[src/sv/double_ended_queue_unit_macros.svh]
// Assertion helpers shared by the RTL.
`ifndef DOUBLE_ENDED_QUEUE_UNIT_MACROS_SVH
`define DOUBLE_ENDED_QUEUE_UNIT_MACROS_SVH

// Same-cycle implication.
`define DQU_ASSERT_IMP(label, clk, rst_n, ante, cons) \
  label: assert property (@(posedge clk) disable iff (!(rst_n)) (ante) |-> (cons)) \
    else $error("assertion failed");

// Next-cycle implication.
`define DQU_ASSERT_NXT(label, clk, rst_n, ante, cons) \
  label: assert property (@(posedge clk) disable iff (!(rst_n)) (ante) |=> (cons)) \
    else $error("assertion failed");

`endif

[src/sv/dq_pkg.sv]
package dq_pkg;

  localparam int DEPTH  = 16;
  localparam int CNT_W  = $clog2(DEPTH + 1);
  localparam int OCC_W  = 5;
  localparam int DATA_W = 32;

  typedef enum logic [2:0] {
    MODE_PUSH_FRONT = 3'd0,
    MODE_PUSH_BACK  = 3'd1,
    MODE_POP_FRONT  = 3'd2,
    MODE_POP_BACK   = 3'd3,
    MODE_PEEK_FRONT = 3'd4,
    MODE_PEEK_BACK  = 3'd5
  } mode_e;

  typedef enum logic [1:0] {
    STAT_OK    = 2'd0,
    STAT_EMPTY = 2'd1,
    STAT_FULL  = 2'd2
  } status_e;

  // Broadcast to every cell of the row.
  typedef struct packed {
    logic shift_r;
    logic shift_l;
    logic push_back;
    logic pop_back;
  } cell_cmd_t;

endpackage

[src/sv/dq_if.sv]
interface dq_req_if;
  logic               valid;
  logic               ready;
  logic [2:0]         mode;
  logic signed [31:0] value;

  modport source (output valid, output mode, output value, input ready);
  modport sink   (input valid, input mode, input value, output ready);
endinterface

interface dq_rsp_if;
  logic               valid;
  logic               ready;
  logic signed [31:0] result_value;
  logic [1:0]         status;
  logic [4:0]         occupancy;

  modport source (output valid, output result_value, output status, output occupancy,
                  input ready);
  modport sink   (input valid, input result_value, input status, input occupancy,
                  output ready);
endinterface

[src/sv/dq_cell.sv]
module dq_cell (
  input  logic                                clk_i,
  input  logic                                rst_ni,
  input  dq_pkg::cell_cmd_t                   cmd_i,
  input  logic signed [dq_pkg::DATA_W-1:0]    push_val_i,
  input  logic signed [dq_pkg::DATA_W-1:0]    left_data_i,
  input  logic                                left_occ_i,
  input  logic signed [dq_pkg::DATA_W-1:0]    right_data_i,
  input  logic                                right_occ_i,
  output logic signed [dq_pkg::DATA_W-1:0]    data_o,
  output logic                                occ_o,
  output logic                                last_o
);
  import dq_pkg::*;

  logic signed [DATA_W-1:0] data_q, data_d;
  logic                     occ_q, occ_d;

  always_comb begin
    data_d = data_q;
    occ_d  = occ_q;
    if (cmd_i.shift_r) begin
      data_d = left_data_i;
      occ_d  = left_occ_i;
    end else if (cmd_i.shift_l) begin
      data_d = right_data_i;
      occ_d  = right_occ_i;
    end else if (cmd_i.push_back && !occ_q && left_occ_i) begin
      data_d = push_val_i;
      occ_d  = 1'b1;
    end else if (cmd_i.pop_back && occ_q && !right_occ_i) begin
      occ_d  = 1'b0;
    end
  end

  always_ff @(posedge clk_i or negedge rst_ni) begin
    if (!rst_ni) begin
      occ_q <= 1'b0;
    end else begin
      occ_q <= occ_d;
    end
  end

  always_ff @(posedge clk_i) begin
    data_q <= data_d;
  end

  assign data_o = data_q;
  assign occ_o  = occ_q;
  assign last_o = occ_q & ~right_occ_i;

endmodule

[src/sv/double_ended_queue_unit.sv]
// Double-ended queue of signed 32-bit values, held in a row of cells.
// req_i carries one operation per transaction (mode, value): push front,
// push back, pop front, pop back, peek front or peek back. rsp_o returns
// exactly one transaction per request with the value read, a status
// (ok, empty, full) and the occupancy after the operation.
// The front entry always sits in cell 0; push front and pop front shift
// the whole row by one cell, all cells together, while push back and pop
// back touch only the cell at the tail boundary.
// Response: registered, valid in the cycle after the request is taken.
// Throughput: one request per cycle while no response waits on a low
// rsp_o.ready, set by the registered cell update and the one-entry response register.
// Stall: while a response waits and rsp_o.ready is low, req_i.ready is
// low; when the response is taken a new request is accepted in the same
// cycle.
// Reset: the queue is empty and no response is pending; stored data is
// not cleared and no clearing sweep runs, so requests are taken at once.
`include "double_ended_queue_unit_macros.svh"

module double_ended_queue_unit (
  input  logic     clk_i,
  input  logic     rst_ni,
  dq_req_if.sink   req_i,
  dq_rsp_if.source rsp_o
);
  import dq_pkg::*;

  logic [CNT_W-1:0] cnt_q, cnt_d;
  logic             rsp_valid_q;
  logic signed [DATA_W-1:0] res_q, res_d;
  status_e          status_q, status_d;
  logic [OCC_W-1:0] occ_out_q;

  cell_cmd_t        cmd;
  logic             in_ready, in_fire, full, empty;

  logic signed [DATA_W-1:0] cell_data [DEPTH];
  logic [DEPTH-1:0]         cell_occ;
  logic [DEPTH-1:0]         cell_last;
  logic signed [DATA_W-1:0] back_data;

  assign full     = (cnt_q == CNT_W'(DEPTH));
  assign empty    = (cnt_q == '0);
  assign in_ready = ~rsp_valid_q | rsp_o.ready;
  assign in_fire  = req_i.valid & in_ready;

  always_comb begin
    back_data = '0;
    for (int i = 0; i < DEPTH; i++) begin
      back_data = back_data | (cell_last[i] ? cell_data[i] : '0);
    end
  end

  always_comb begin
    cmd      = '0;
    cnt_d    = cnt_q;
    res_d    = '0;
    status_d = STAT_OK;
    case (mode_e'(req_i.mode))
      MODE_PUSH_FRONT, MODE_PUSH_BACK: begin
        if (full) begin
          status_d = STAT_FULL;
        end else begin
          cmd.shift_r   = (mode_e'(req_i.mode) == MODE_PUSH_FRONT);
          cmd.push_back = (mode_e'(req_i.mode) == MODE_PUSH_BACK);
          cnt_d         = cnt_q + 1'b1;
        end
      end
      MODE_POP_FRONT, MODE_PEEK_FRONT: begin
        if (empty) begin
          status_d = STAT_EMPTY;
        end else begin
          res_d = cell_data[0];
          if (mode_e'(req_i.mode) == MODE_POP_FRONT) begin
            cmd.shift_l = 1'b1;
            cnt_d       = cnt_q - 1'b1;
          end
        end
      end
      MODE_POP_BACK, MODE_PEEK_BACK: begin
        if (empty) begin
          status_d = STAT_EMPTY;
        end else begin
          res_d = back_data;
          if (mode_e'(req_i.mode) == MODE_POP_BACK) begin
            cmd.pop_back = 1'b1;
            cnt_d        = cnt_q - 1'b1;
          end
        end
      end
      default: begin
      end
    endcase
    if (!in_fire) begin
      cmd   = '0;
      cnt_d = cnt_q;
    end
  end

  for (genvar i = 0; i < DEPTH; i++) begin : g_cell
    dq_cell u_cell (
      .clk_i        (clk_i),
      .rst_ni       (rst_ni),
      .cmd_i        (cmd),
      .push_val_i   (req_i.value),
      .left_data_i  ((i == 0) ? req_i.value : cell_data[(i == 0) ? 0 : i - 1]),
      .left_occ_i   ((i == 0) ? 1'b1 : cell_occ[(i == 0) ? 0 : i - 1]),
      .right_data_i ((i == DEPTH - 1) ? '0 : cell_data[(i == DEPTH - 1) ? i : i + 1]),
      .right_occ_i  ((i == DEPTH - 1) ? 1'b0 : cell_occ[(i == DEPTH - 1) ? i : i + 1]),
      .data_o       (cell_data[i]),
      .occ_o        (cell_occ[i]),
      .last_o       (cell_last[i])
    );
  end

  always_ff @(posedge clk_i or negedge rst_ni) begin
    if (!rst_ni) begin
      cnt_q       <= '0;
      rsp_valid_q <= 1'b0;
    end else begin
      cnt_q <= cnt_d;
      if (in_fire) begin
        rsp_valid_q <= 1'b1;
      end else if (rsp_o.ready) begin
        rsp_valid_q <= 1'b0;
      end
    end
  end

  always_ff @(posedge clk_i) begin
    if (in_fire) begin
      res_q     <= res_d;
      status_q  <= status_d;
      occ_out_q <= OCC_W'(cnt_d);
    end
  end

  assign req_i.ready        = in_ready;
  assign rsp_o.valid        = rsp_valid_q;
  assign rsp_o.result_value = res_q;
  assign rsp_o.status       = status_q;
  assign rsp_o.occupancy    = occ_out_q;

  `DQU_ASSERT_IMP(a_cnt_bound, clk_i, rst_ni, 1'b1, cnt_q <= CNT_W'(DEPTH))
  `DQU_ASSERT_IMP(a_occ_matches_cnt, clk_i, rst_ni, 1'b1,
                  CNT_W'($countones(cell_occ)) == cnt_q)
  `DQU_ASSERT_IMP(a_occ_contiguous, clk_i, rst_ni, 1'b1,
                  (cell_occ & (cell_occ + 1'b1)) == '0)
  `DQU_ASSERT_IMP(a_one_tail, clk_i, rst_ni, !empty, $onehot(cell_last))
  `DQU_ASSERT_NXT(a_push_grows, clk_i, rst_ni,
                  in_fire && !full && (req_i.mode == MODE_PUSH_FRONT ||
                  req_i.mode == MODE_PUSH_BACK),
                  cnt_q == $past(cnt_q) + 1'b1)

endmodule

[src/flat_wrapper.sv]
// flat-port wrapper written by rule: the top's interface ports become plain ports
module double_ended_queue_unit_flat import dq_pkg::*;
  (clk_i, rst_ni, req_i_valid, req_i_mode, req_i_value, req_i_ready, rsp_o_valid, rsp_o_result_value, rsp_o_status, rsp_o_occupancy, rsp_o_ready);
  dq_req_if req_i_i ();
  dq_rsp_if rsp_o_i ();
  input  logic clk_i;
  input  logic rst_ni;
  input wire logic [$bits(req_i_i.valid)-1:0] req_i_valid;
  input wire logic [$bits(req_i_i.mode)-1:0] req_i_mode;
  input wire logic [$bits(req_i_i.value)-1:0] req_i_value;
  output wire logic [$bits(req_i_i.ready)-1:0] req_i_ready;
  output wire logic [$bits(rsp_o_i.valid)-1:0] rsp_o_valid;
  output wire logic [$bits(rsp_o_i.result_value)-1:0] rsp_o_result_value;
  output wire logic [$bits(rsp_o_i.status)-1:0] rsp_o_status;
  output wire logic [$bits(rsp_o_i.occupancy)-1:0] rsp_o_occupancy;
  input wire logic [$bits(rsp_o_i.ready)-1:0] rsp_o_ready;
  assign req_i_i.valid = req_i_valid;
  assign req_i_i.mode = req_i_mode;
  assign req_i_i.value = req_i_value;
  assign req_i_ready = req_i_i.ready;
  assign rsp_o_valid = rsp_o_i.valid;
  assign rsp_o_result_value = rsp_o_i.result_value;
  assign rsp_o_status = rsp_o_i.status;
  assign rsp_o_occupancy = rsp_o_i.occupancy;
  assign rsp_o_i.ready = rsp_o_ready;
  double_ended_queue_unit u_core (.clk_i(clk_i), .rst_ni(rst_ni), .req_i(req_i_i), .rsp_o(rsp_o_i));
endmodule
[config.mk]
export PLATFORM = sky130hd
export DESIGN_NAME = double_ended_queue_unit_flat
export DESIGN_NICKNAME = d
export VERILOG_FILES = /design/src/sv/dq_pkg.sv /design/src/sv/dq_if.sv /design/src/sv/dq_cell.sv /design/src/sv/double_ended_queue_unit.sv /design/src/flat_wrapper.sv
export VERILOG_INCLUDE_DIRS = /design/src /design/src/sv
export SDC_FILE = /design/constraint.sdc
export NUM_CORES = 1
export LEC_CHECK = 0
export ABC_CLOCK_PERIOD_IN_PS = 7030
export BUFFER_PORTS_ARGS = -buffer_cell sky130_fd_sc_hd__buf_2
export CORE_ASPECT_RATIO = 2
export CORE_MARGIN = 5
export CORE_UTILIZATION = 25
export CTS_CLUSTER_DIAMETER = 100
export DETAILED_ROUTE_END_ITERATION = 10
export PLACE_DENSITY = 0.4
export SLEW_MARGIN = 25
export SYNTH_ARGS = -nofsm -noshare
export SYNTH_HDL_FRONTEND = slang
export SYNTH_HIERARCHICAL = 1
export SYNTH_SLANG_ARGS = --single-unit
[constraint.sdc]
create_clock -name clk_i -period 7.03 [get_ports clk_i]
set_input_delay 1.0545 -clock clk_i [delete_from_list [all_inputs] [get_ports clk_i]]
set_output_delay 1.0545 -clock clk_i [all_outputs]
set_load 0.02 [all_outputs]
After elaboration in Yosys (flattened, before gate mapping)

Index checks and enable logic that the tools add are counted.

Muxes and demuxes: 154
Reduce and logical (&&, ||, !) cells: 117
Add/subtract/negate cells: 2
Bitwise operators: 48
Eq/ne operators: 6

Operator list:

| cell                | count |
|---|---|
| $mux 32             | 66 |
| $or 32x32->32       | 15 |
| $mux 1              | 77 |
| $pmux 32 s2         | 1 |
| $reduce_bool 4->1   | 16 |
| $logic_and 1x1->1   | 62 |
| $reduce_bool 3->1   | 16 |
| $mux 5              | 6 |
| $and 1x1->1         | 16 |
| $logic_not 1->1     | 16 |
| $not 1->1           | 16 |
| $pmux 5 s3          | 1 |
| $eq 3x2->1 const B  | 2 |
| $eq 3x3->1 const B  | 2 |
| $reduce_or 2->1     | 3 |
| $add 5x1->5 const B | 1 |
| $eq 5x5->1 const B  | 1 |
| $logic_not 5->1     | 1 |
| $sub 5x1->5 const B | 1 |
| $mux 4              | 1 |
| $pmux 2 s2          | 1 |
| $reduce_or 4->1     | 1 |
| $eq 3x1->1 const B  | 1 |
| $logic_not 3->1     | 1 |
| other kinds (3)     | 3 |

Logic and storage cells: 364
Bits in registers: 573
Input port bits: 39
Output and inout port bits: 41

Depth between registers and ports, before layout

Word-level depth: 20
Gate-level depth with buffers: 10
Mapped depth without buffers: 9

Hierarchy

Netlist, hierarchy kept.

By module, submodules not included:

| module                  | cells each | area an instance (µm²) | seq. area each (µm²) | times used |
|---|---|---|---|---|
| dq_cell                 | 149        | 1745.4                 | 985.9                | 16 |
| double_ended_queue_unit | 491        | 5063.6                 | 1321.3               | 1 |

Worst setup path after synthesis

No wires, ideal clock.

Kind: input port to flip-flop
Start: in req_i_mode[2]
End: reg u_core.g_cell[0].u_cell.data_q[0] (enable)
Library setup time: 0.396 ns
Stages on the path: 7
Data required time: 6.634 ns
Arrival: 6.124 ns
Buffers on the path: 1
Slack: 0.510 ns
Cell sequence: inv_1 -> ha_1 -> a21boi_1 -> nand3_1 -> nor3_1 -> buf_4 -> a311o_1

RTL lines:

| what                 | line              | RTL |
|---|---|---|
| start, declared      | flat_wrapper.sv:9 | `input wire logic [$bits(req_i_i.mode)-1:0] req_i_mode;` |
| end signal, assigned | dq_cell.sv:45     | `data_q <= data_d;` |
| end, declared        | dq_cell.sv:16     | `logic signed [DATA_W-1:0] data_q, data_d;` |

==> results.md <==
* Initial core utilization at 25.1%
* Hpwl dp at 74400 um
* Run status: finished clean
* Top cells by area in the synthesized netlist: edfxtp_1 50%, mux2i_1 16%, o21ai_1 8.0%, nand2_1 5.9%, a221oi_1 3.5%
* Cell at the root of the clock tree: clkbuf_16
* Critical path required time at 7410 ps
* Startpoint of the most critical register-to-register path: u_core/cnt_q[0]
* Floorplan die area at 140000 um^2
* Leading register cell type out of synthesis: edfxtp_1
* Worst Setup End Kind: flop
* Number of hold violations in the final report at 0
* Achievable Freq at 231 MHz
* Gp weighted congestion at 0.741
* Max-cap check violation count at 0
* Total congestion overflow at 0
* Register-to-register setup slack at 2710 ps
* Slew Limit Fails at 0
* Layout area overhead at 9.70%
* Synth Register Bits at 573
* Antenna violations before repair at 11
* Shortest clock period the worst path allows after layout at 4320 ps
* First-pass DRT Iterations at 5
* Min-Delay Path Class: input port to asynchronous set/reset pin
* Violation count after the first detailed-routing iteration at 1978
* Number of input and output port buffers inserted at 79
* Reg2reg path depth at 10
* First-pass GRT wire length at 182000 um
* Routed via count at 24021
* Drt drc at 0
* Post-cts sizing count at 0
* Count of flip-flops with a built-in enable after synthesis at 551
* Via count of the first global-routing pass at 24404
* Instance count of the mapped netlist at 2875
* Clock-pin slew on the worst setup and hold paths at 70 ps
* Area of the core region at 131000 um^2
* Final Cycle Share at 61.5%
* Hold-fix buffer count after cts at 0
* Worst Max-Slew Pin Slew at 1040 ps
* Post-layout instance area at 36200 um^2
* Post-synthesis instance area at 33000 um^2
* Launch point of the worst path: u_core/cnt_q[0]
* Post-route antenna net violation count at 0
* Clock tree from TritonCTS: built
* Clock latency reported for the late side of the worst-skew pair at 670 ps
* Layout fillers at 13775
* Final Setup Violations at 0
* Post-Route WL at 127000 um
* Synthesized area per cell at 11.5 um^2
* Number of ports placed on the die boundary at 80
* Fraction of layout cells with a size suffix above 1 at 10.6%
* Pin count of the biggest net entering global routing at 241
* Sink count of the clock tree at 573
* Fraction of registers with async set/reset at 3.84%
* Leading cell type in the layout, fill and taps excluded: edfxtp_1
* Bufs on Longest Clock Path at 3
* Leakage power at 10.3 nW
* Worst setup path endpoint: u_core/g_cell[6].u_cell/data_o[6]
* Worst max-slew margin expressed relative to the limit at 30.4%
* Height of the die at 524 um
* Worst reg2reg path endpoint: u_core/g_cell[6].u_cell/data_o[6]
* Unrepaired setup endpoints after global routing: no
* Net count, final at 2914
* Most frequent CP cell: buf_4
* Post-CTS Setup Repair Bufs at 0
* Top-area cell type share of the netlist area at 50.2%
* YS warnings at 6
* Sum of negative setup slack at 0 ps
* Most area-hungry cell type in the Yosys netlist: edfxtp_1
* Smallest setup slack after layout at 2710 ps
* Number of CTS-inserted buffers at 55
* Overall Global Routing Usage at 17.4%
* Cell at the slowest stage of the critical path: buf_4
* Sequential Area at 17100 um^2
* Via/cell ratio at 5.19
* Multi-input gate area in the final layout at 14100 um^2
* Number of distinct library cells after synthesis at 47
* Cell area power density at 291 nW/um^2
* Worst VDD drop at 0.000167 V
* Placed standard-cell area at 34400 um^2
* H-tree level count at 2
* Crit path cell chain: inv_1 > ha_1 > nor3b_1 > a21boi_1 > nand3_1 > nor3_2 > buf_12 > buf_4 > buf_4 > o21ai_1
* Post-placement worst setup slack at 2170 ps
* Setup Skew at 21.7 ps
* Number of core rows at 188
* Commonest cells after routing, fill and taps aside: 551 x edfxtp_1, 528 x o21ai_1, 517 x nand2_1
* Width of the chip at 267 um
* Critical path start-end classification: flop to flop
* Sequential cell area fraction in the yosys report at 51.8%
* Highest cell delay on the worst timing path at 720 ps
* Average wire length per cell after detail routing at 27.5 um
* Maximum fanout encountered on the critical timing path at 155
* Endpoint arrival time on the critical path at 4700 ps
* Nature of the critical path startpoint: flop
## power by group
group / internal [W] / switching, W
Clock: 0.00158 / 0.00151
Sequential: 0.00402 / 0.000252
Combinational: 0.000999 / 0.00218
Total: 0.00659 / 0.00393
## worst min path at each step
stage / startpoint / to / slack [ps] / cells past startpoint
6_report: rst_ni / u_core/g_cell[12].u_cell/occ_o / 400 / 1
5_1_grt: rst_ni / u_core/g_cell[12].u_cell/occ_o / 430 / 1
4_1_cts: rst_ni / u_core/g_cell[12].u_cell/occ_o / 380 / 1
3_5_place_dp: u_core/g_cell[2].u_cell/data_o[30] / u_core/g_cell[3].u_cell/data_o[30] / 580 / 2
3_3_place_gp: u_core/g_cell[10].u_cell/data_o[16] / u_core/g_cell[11].u_cell/data_o[16] / 590 / 2
2_1_floorplan: u_core/g_cell[0].u_cell/occ_o / u_core/g_cell[1].u_cell/occ_o / 540 / 2
## synth_stat cells (all sizes together), types with 2 or more instances
master / count
mux2i: 514
nand3: 7
o21ai: 531
nor2: 68
o2bb2ai: 32
dfrtp: 22
ha: 5
nor3b: 17
nand2b: 4
a311o: 16
conb: 2
buf: 143
inv: 22
a22o: 128
nor3: 2
edfxtp: 551
and4: 32
clkbuf: 93
o31ai: 17
nand2: 518
a21oi: 4
a221oi: 130
## cells by family after synthesis
kind of cell    share of synthesized area (%)
compound gates                           17.6
fa+ha+maj                               0.190
other cells                            0.0228
simple gates                             8.43
mux                                      15.6
xor+xnor                               0.0266
flops                                    51.8
buf+inv                                  6.27
## registers in the layout (all words and copies together) (netlist names)
name	count
u_core/cnt_q	5
u_core/g_cell.u_cell/data_o	512
u_core/g_cell.u_cell/occ_o	16
u_core/rsp_o.occupancy	5
u_core/rsp_o.result_value	32
u_core/rsp_o.status	2
u_core/rsp_o.valid	1
## layout make-up
class,count,share of cell area [%]
sequential,573,47.2
antenna,5,0.0346
tap,1710,5.91
inverter,22,0.228
clock inverter,33,0.729
multi-input combinational,2078,39.0
timing repair buffer,140,2.85
clock buffer,68,3.99
## worst max-delay path: cells and delay by family, from the launching register on
| family | cells | cell delay (ps) |
|---|---|---|
| and+or+nand+nor | 3 | 620 |
| AOI/OAI and AO/OA | 2 | 600 |
| buffers and inverters | 4 | 1960 |
| DFF | 1 | 440 |
| adders and majority gates | 1 | 270 |
## metal layers
layer | track usage (%) | up-vias | share of wire [%]
met5 | 0 | - | 0.0055
met4 | 6.16 | 2 | 3.8
met3 | 1.75 | 214 | 3.6
met2 | 32.5 | 648 | 53
met1 | 20.6 | 12221 | 39
li1 | - | 10936 | -
## stage by stage
stage                     std cells  total power (W)  utilization, %  hold WS, ps
after global placement         4519          0.00752            26.2          588
after global routing           4627           0.0109            27.6          434
final                          4629           0.0105            27.6          405
after detailed placement       4522          0.00752            26.2          584
after floorplan                2909          0.00601               -          540
after CTS                      4623           0.0106            27.5          380
(Power assumes the default switching activity.)
